`config.mk`:
```
export PLATFORM = sky130hd
export DESIGN_NAME = uart_rx_fifo_registers
export DESIGN_NICKNAME = d
export VERILOG_FILES = /design/src/hw/rtl/urf_pkg.sv /design/src/hw/rtl/urf_ctrl.sv /design/src/hw/rtl/urf_dpath.sv /design/src/hw/rtl/uart_rx_fifo_registers.sv
export SDC_FILE = /design/constraint.sdc
export NUM_CORES = 1
export LEC_CHECK = 0
export BUFFER_PORTS_ARGS = -buffer_cell sky130_fd_sc_hd__buf_2
export CORE_AREA = 4 4 140 142
export DETAILED_ROUTE_END_ITERATION = 8
export DIE_AREA = 0 0 144 146
export GPL_TIMING_DRIVEN = 0
export REMOVE_ABC_BUFFERS = 1
export SLEW_MARGIN = 40
export SYNTH_ARGS = -nofsm -noshare
export SYNTH_HDL_FRONTEND = slang
export SYNTH_SLANG_ARGS = --single-unit
```
`constraint.sdc`:
```
create_clock -name clk -period 3.3 [get_ports clk]
set_input_delay 0.33 -clock clk [delete_from_list [all_inputs] [get_ports clk]]
set_output_delay 0.33 -clock clk [all_outputs]
set_load 0.05 [all_outputs]
```
`src/hw/rtl/urf_pkg.sv`:
```
package urf_pkg;

  localparam int DEFAULT_FIFO_DEPTH = 16;

  localparam int FUNC_W = 2;
  localparam int BYTE_W = 8;

  typedef enum logic [FUNC_W-1:0] {
    FUNC_READ  = 2'd0,
    FUNC_WRITE = 2'd1,
    FUNC_RECV  = 2'd2,
    FUNC_NONE  = 2'd3
  } func_t;

  localparam logic [BYTE_W-1:0] OFS_DATA   = 8'd0;
  localparam logic [BYTE_W-1:0] OFS_STATUS = 8'd1;
  localparam logic [BYTE_W-1:0] OFS_CTRL   = 8'd2;

  localparam logic [BYTE_W-1:0] ST_RX_NOT_EMPTY = 8'h01;
  localparam logic [BYTE_W-1:0] ST_TX_EMPTY     = 8'h02;
  localparam logic [BYTE_W-1:0] ST_OVERRUN      = 8'h04;

  localparam int CR_RX_IRQ_BIT = 0;
  localparam int CR_TX_IRQ_BIT = 1;

  typedef enum logic {
    ST_IDLE,
    ST_POP
  } state_t;

  typedef struct packed {
    logic take;
    logic pop;
    logic load_pop;
  } cmd_t;

  typedef struct packed {
    logic pop_req;
    logic out_full;
  } status_t;

endpackage

```
`src/hw/rtl/urf_ctrl.sv`:
```
module urf_ctrl (
  input  logic             clk,
  input  logic             rst_n,
  input  logic             in_valid,
  output logic             in_stall,
  input  logic             out_stall,
  input  urf_pkg::status_t stat,
  output urf_pkg::cmd_t    cmd
);
  import urf_pkg::*;

  state_t state_r;
  state_t state_nxt;
  logic   take;

  assign take = in_valid && !in_stall;

  always_comb begin
    state_nxt = state_r;
    unique case (state_r)
      ST_IDLE: begin
        if (take && stat.pop_req) begin
          state_nxt = ST_POP;
        end
      end
      ST_POP: begin
        state_nxt = ST_IDLE;
      end
      default: begin
        state_nxt = ST_IDLE;
      end
    endcase
  end

  always_comb begin
    in_stall     = 1'b1;
    cmd.take     = 1'b0;
    cmd.pop      = 1'b0;
    cmd.load_pop = 1'b0;
    unique case (state_r)
      ST_IDLE: begin
        in_stall = stat.out_full && out_stall;
        cmd.take = in_valid && !(stat.out_full && out_stall);
        cmd.pop  = in_valid && !(stat.out_full && out_stall) && stat.pop_req;
      end
      ST_POP: begin
        cmd.load_pop = 1'b1;
      end
      default: begin
        in_stall = 1'b1;
      end
    endcase
  end

  always_ff @(posedge clk) begin
    if (!rst_n) begin
      state_r <= ST_IDLE;
    end else begin
      state_r <= state_nxt;
    end
  end

endmodule

```
`src/hw/rtl/urf_dpath.sv`:
```
module urf_dpath #(
  parameter int FIFO_DEPTH = urf_pkg::DEFAULT_FIFO_DEPTH
) (
  input  logic             clk,
  input  logic             rst_n,
  input  logic [1:0]       in_func,
  input  logic [7:0]       in_offset,
  input  logic [7:0]       in_wdata,
  input  logic [7:0]       in_rx_char,
  input  logic             out_stall,
  output logic             out_valid,
  output logic [7:0]       out_rdata,
  output logic             out_tx_valid,
  output logic [7:0]       out_tx_data,
  output logic             out_irq,
  input  urf_pkg::cmd_t    cmd,
  output urf_pkg::status_t stat
);
  import urf_pkg::*;

  localparam int PW = $clog2(FIFO_DEPTH);
  localparam int CW = $clog2(FIFO_DEPTH + 1);
  localparam logic [PW-1:0] LAST_SLOT = PW'(FIFO_DEPTH - 1);
  localparam logic [CW-1:0] FULL_COUNT = CW'(FIFO_DEPTH);

  logic [BYTE_W-1:0] mem [FIFO_DEPTH];
  logic [BYTE_W-1:0] mem_q_r;

  logic [PW-1:0]     wr_ptr_r, wr_ptr_nxt;
  logic [PW-1:0]     rd_ptr_r, rd_ptr_nxt;
  logic [CW-1:0]     count_r, count_nxt;
  logic              ovr_r, ovr_nxt;
  logic [BYTE_W-1:0] ctrl_r, ctrl_nxt;
  logic              full_r, full_nxt;

  logic [BYTE_W-1:0] rdata_r, rdata_nxt;
  logic              txv_r, txv_nxt;
  logic [BYTE_W-1:0] txd_r, txd_nxt;
  logic              irq_r, irq_nxt;

  logic              is_read, is_write, is_recv;
  logic              fifo_full, push;
  logic [BYTE_W-1:0] reg_rdata;

  assign is_read   = in_func == FUNC_READ;
  assign is_write  = in_func == FUNC_WRITE;
  assign is_recv   = in_func == FUNC_RECV;
  assign fifo_full = count_r == FULL_COUNT;
  assign push      = cmd.take && is_recv && !fifo_full;

  assign stat.pop_req  = is_read && (in_offset == OFS_DATA) && (count_r != '0);
  assign stat.out_full = full_r;

  always_comb begin
    wr_ptr_nxt = wr_ptr_r;
    rd_ptr_nxt = rd_ptr_r;
    count_nxt  = count_r;
    ovr_nxt    = ovr_r;
    ctrl_nxt   = ctrl_r;
    if (push) begin
      wr_ptr_nxt = (wr_ptr_r == LAST_SLOT) ? '0 : wr_ptr_r + 1'b1;
      count_nxt  = count_r + 1'b1;
    end
    if (cmd.pop) begin
      rd_ptr_nxt = (rd_ptr_r == LAST_SLOT) ? '0 : rd_ptr_r + 1'b1;
      count_nxt  = count_r - 1'b1;
    end
    if (cmd.take && is_recv && fifo_full) begin
      ovr_nxt = 1'b1;
    end
    if (cmd.take && is_write && in_offset == OFS_STATUS) begin
      ovr_nxt = 1'b0;
    end
    if (cmd.take && is_write && in_offset == OFS_CTRL) begin
      ctrl_nxt = in_wdata;
    end
  end

  always_comb begin
    reg_rdata = '0;
    if (is_read) begin
      unique case (in_offset)
        OFS_STATUS: begin
          reg_rdata = ST_TX_EMPTY
                    | ((count_r != '0) ? ST_RX_NOT_EMPTY : '0)
                    | (ovr_r ? ST_OVERRUN : '0);
        end
        OFS_CTRL: begin
          reg_rdata = ctrl_r;
        end
        default: begin
          reg_rdata = '0;
        end
      endcase
    end
  end

  always_comb begin
    rdata_nxt = rdata_r;
    txv_nxt   = txv_r;
    txd_nxt   = txd_r;
    irq_nxt   = irq_r;
    full_nxt  = full_r && out_stall;
    if (cmd.load_pop) begin
      rdata_nxt = mem_q_r;
      txv_nxt   = 1'b0;
      txd_nxt   = '0;
      irq_nxt   = (ctrl_r[CR_RX_IRQ_BIT] && count_r != '0) || ctrl_r[CR_TX_IRQ_BIT];
      full_nxt  = 1'b1;
    end else if (cmd.take && !stat.pop_req) begin
      rdata_nxt = reg_rdata;
      txv_nxt   = is_write && (in_offset == OFS_DATA);
      txd_nxt   = (is_write && (in_offset == OFS_DATA)) ? in_wdata : '0;
      irq_nxt   = (ctrl_nxt[CR_RX_IRQ_BIT] && count_nxt != '0) || ctrl_nxt[CR_TX_IRQ_BIT];
      full_nxt  = 1'b1;
    end
  end

  always_ff @(posedge clk) begin
    if (push) begin
      mem[wr_ptr_r] <= in_rx_char;
    end
    if (cmd.pop) begin
      mem_q_r <= mem[rd_ptr_r];
    end
  end

  always_ff @(posedge clk) begin
    rdata_r <= rdata_nxt;
    txv_r   <= txv_nxt;
    txd_r   <= txd_nxt;
    irq_r   <= irq_nxt;
  end

  always_ff @(posedge clk) begin
    if (!rst_n) begin
      wr_ptr_r <= '0;
      rd_ptr_r <= '0;
      count_r  <= '0;
      ovr_r    <= 1'b0;
      ctrl_r   <= '0;
      full_r   <= 1'b0;
    end else begin
      wr_ptr_r <= wr_ptr_nxt;
      rd_ptr_r <= rd_ptr_nxt;
      count_r  <= count_nxt;
      ovr_r    <= ovr_nxt;
      ctrl_r   <= ctrl_nxt;
      full_r   <= full_nxt;
    end
  end

  assign out_valid    = full_r;
  assign out_rdata    = rdata_r;
  assign out_tx_valid = txv_r;
  assign out_tx_data  = txd_r;
  assign out_irq      = irq_r;

endmodule

```
`src/hw/rtl/uart_rx_fifo_registers.sv`:
```
// UART register block with a receive FIFO.
// The input channel carries one item per transfer: a bus read, a bus write,
// a character received from the line or no operation, selected by in_func.
// The result channel returns exactly one result per item, in order, with
// read data, the transmit byte of a data register write and the interrupt level.
// A result appears in the cycle after its item is taken, except for a read
// of the data register with bytes queued, which is loaded via the ST_POP state.
// Items are taken one per cycle when the output is not stalled; a popping read
// holds the input while the FIFO memory read goes through its registered port.
// The output register lets the next item in while the current result is
// being taken, so back-to-back transfers run at full rate when not stalled.
// When the receiver stalls with a result pending, in_stall rises and holds
// the input until that result is transferred.
// Reset empties the FIFO, clears the overrun flag and the control byte and
// drops any pending result; the FIFO memory itself is not cleared.
module uart_rx_fifo_registers #(
  parameter int FIFO_DEPTH = urf_pkg::DEFAULT_FIFO_DEPTH
) (
  input  logic       clk,
  input  logic       rst_n,
  input  logic       in_valid,
  output logic       in_stall,
  input  logic [1:0] in_func,
  input  logic [7:0] in_offset,
  input  logic [7:0] in_wdata,
  input  logic [7:0] in_rx_char,
  output logic       out_valid,
  input  logic       out_stall,
  output logic [7:0] out_rdata,
  output logic       out_tx_valid,
  output logic [7:0] out_tx_data,
  output logic       out_irq
);
  import urf_pkg::*;

  cmd_t    cmd;
  status_t stat;

  urf_ctrl u_ctrl (
    .clk      (clk),
    .rst_n    (rst_n),
    .in_valid (in_valid),
    .in_stall (in_stall),
    .out_stall(out_stall),
    .stat     (stat),
    .cmd      (cmd)
  );

  urf_dpath #(
    .FIFO_DEPTH(FIFO_DEPTH)
  ) u_dpath (
    .clk         (clk),
    .rst_n       (rst_n),
    .in_func     (in_func),
    .in_offset   (in_offset),
    .in_wdata    (in_wdata),
    .in_rx_char  (in_rx_char),
    .out_stall   (out_stall),
    .out_valid   (out_valid),
    .out_rdata   (out_rdata),
    .out_tx_valid(out_tx_valid),
    .out_tx_data (out_tx_data),
    .out_irq     (out_irq),
    .cmd         (cmd),
    .stat        (stat)
  );

endmodule

```
==> reports/metrics.yaml <==
outcome: "finished, final reports clean"
grt_usage_pct: 13.3
n_fill_cell: 1557
max_slew.worst_pin.slew_ns: 0.799
cp_max_fo: 6
timing.fmax_mhz: 359
fp.dieArea_um2: 21000
cts_hold_buf: 0
area_growth_syn_to_layout_pct: 15.5
post_drt_wl_per_cell_um: 18.6
route.vias.total: 3747
synth.area.top_cells: "edfxtp_1, mux4_2, dfxtp_1"
globalRoute.totalOverflow: 0
yosysMostFrequentCell: "edfxtp_1"
synth_ff_type: "edfxtp_1"
setup_slack_ns: 0.517
core_region_area_um2: 18500
tritoncts_buffers: 17
final_nets: 510
final.setup.tns_ns: 0
detailedRoute.firstPassIterationCount: 4
resized_gates_after_cts: 0
cp_data_required_time_ns: 3.46
rsz0062_at_grt: "no"
cts.clk_slew.worst_paths_ns: 0.06
grt_pass1_wl_um: 21200
vias_per_inst: 5.21
placement.io_buffers: 49
edff_count_synth: 145
final-setup-viol-count: 0
num_rows: 50
detailedRoute.firstIterationViolations: 247
multi_input_comb_area_um2: 2120
fin_crit_ns: 2.78
antenna_cells_inserted: 0
worst_path_dominant_cell_family: "compound AO/OA/AOI/OAI gates"
seqCellArea_um2: 5020
drc: 0
yosysWarningCount: 0
timing.critical_path.slowest_cell_delay_ns: 0.48
timing.critical_path.slowest_stage_cell: "or4_4"
p_leak_nw: 2.73
cts-htree-levels: 4
async_flop_share_pct: 0
mappedNetlistArea_um2: 7210
vdd.ir_drop.worst_mv: 0.344
synthesis.instances: 423
final_max_slew_viol_count: 0
cts-root-to-sink-buffers: 2
cts.sinks: 178
first_global_vias: 3792
hold_class: "in -> reg"
yosys-top-cells-count: "edfxtp_1, mux4_2, nand2_1"
path_cells: "inv_1 > ha_1 > nor4b_2 > or4_4 > o31ai_1 > xor2_1 > a211o_1 > o31a_1"
postRouteAntennaNets: 0
synth_area_leader_cell: "edfxtp_1"
synth.ff_latch_count: 178
post_dp_hpwl_um: 8950
initial_utilization_pct: 39.1
synth_seq_area_share_pct: 69.6
fin_crit_sh_pct: 84.3
synth_top_area_share_pct: 60.4
cts_tree: "built"
place_inst: 687
die_height_um: 146
crit_type: "reg -> reg"
drt-total-wl_um: 13400
power_density_over_the_cells_nw_per_um2: 546
layout.cells.non_filler: 719
postSynthAreaPerCell_um2: 17.0
post_cts_buffers: 0
setup.worst_path.end_class: "register"
design.portCount: 50
root_buffer: "clkbuf_16"
grt_max_degree: 37
drive_above_1_share_pct: 30.3
clock_latency_ns: 0.42
post_place_worst_slack_ns: 0.532
postLayoutCoreUtil_pct: 45.1
count_of_endpoints_failing_hold_in_the_final_timing_report: 0
post_synth_num_cell_types: 54
gpl.final_weighted_congestion: 0.830
worstPathBufferInverterCount: 1
startpoint_type_of_the_worst_setup_path: "register"
fin_worst_hold_slack_ns: 0.141
die_w_um: 144
max_slew_margin_pct: 46.4
maxCapViolations: 0
initial_antenna_violation_count: 0
cp_data_arrival_time_ns: 2.94
clock_skew_ns: 0.0116
-- final timing paths --
path | start | to | slack, ns | cells past startpoint
hold / removal | in_wdata[6] | u_dpath.out_tx_data[6]$_SDFFE_PP0P_ | 0.14 | 2
hold reg to reg | u_dpath.out_tx_valid$_SDFFE_PP0P_ | u_dpath.out_tx_valid$_SDFFE_PP0P_ | 0.46 | 1
setup reg to reg | u_dpath.count_r[0]$_SDFF_PN0_ | u_dpath.out_irq$_DFFE_PP_ | 0.52 | 8
setup / recovery | u_dpath.count_r[0]$_SDFF_PN0_ | u_dpath.out_irq$_DFFE_PP_ | 0.52 | 8
-- area by class of cell --
cell class,instances,area share [%]
sequential,178,60.3
multi-input combinational,214,25.4
clock buffer,18,5.15
tap,234,3.52
timing repair buffer,51,3.28
clock inverter,14,1.85
inverter,10,0.451
-- layer usage --
| layer | vias up | part of all wire (%) | global-route usage (%) |
|---|---|---|---|
| li1 | 1769 | - | - |
| met5 | - | 0 | 0 |
| met3 | 13 | 5.1 | 3.75 |
| met4 | 0 | 1.3 | 3.58 |
| met2 | 106 | 48 | 21.2 |
| met1 | 1859 | 46 | 18.1 |
-- power breakdown --
part	total [mW]	internal [mW]	leakage (nW)	switching, mW
sequential	2.44	2.43	1.58	0.00516
combinational	0.126	0.0372	0.861	0.0885
clock	1.98	1.13	0.287	0.856
-- state kept, by name (all words and copies together) (netlist names) --
signal and count:
u_dpath.rd_ptr_r 4, u_dpath.out_rdata 8, u_dpath.out_tx_data 8, u_dpath.out_tx_valid 1, u_dpath.mem_q_r 8, u_dpath.out_irq 1, u_dpath.ovr_r 1, u_ctrl.state_r 1
u_dpath.count_r 5, u_dpath.out_valid 1, u_dpath.mem 128, u_dpath.ctrl_r 8, u_dpath.wr_ptr_r 4
-- cells in the final DEF, fill, tap and decap left out, types with 3 or more instances in the layout --
cell       Yosys  final
nand3_1        3      3
and2_1         8      8
dfxtp_1       33     31
mux4_2        40     40
a22o_1        13     13
clkbuf_16      0     17
nor2_2         0     10
or3_1          4      4
nor2_1        17      7
xor2_1         4      4
clkinv_4       0      4
nor2b_1        5      5
inv_6          0      4
o211ai_1       3      3
nor3_2         2      4
edfxtp_1     145    145
a21boi_0      11     11
nand2_1       38     38
o21ai_0        5      5
inv_1         10     10
buf_2          7     49
nand4_1        4      4
o31ai_1        4      4
ha_1           8      8
a31oi_1        3      3
a21oi_1        6      6
-- stage by stage --
stage | cell area (um2) | total power [mW]
after floorplan | 7110 | 2.55
after global placement | 7650 | 2.61
after detailed placement | 7720 | 2.61
after CTS | 8300 | 4.59
after global routing | 8330 | 4.71
final | 8330 | 4.55
-- cells by family (layout without fill, tap and decap cells) --
family / after synthesis / in the layout / synth area share, %
flops: 178 / 178 / 69.6
simple gates: 101 / 101 / 7.62
compound gates: 58 / 58 / 6.20
mux: 41 / 41 / 12.6
buf+inv: 31 / 93 / 1.84
fa+ha+maj: 8 / 8 / 1.39
xor+xnor: 6 / 6 / 0.729
(Power assumes the default switching activity.)
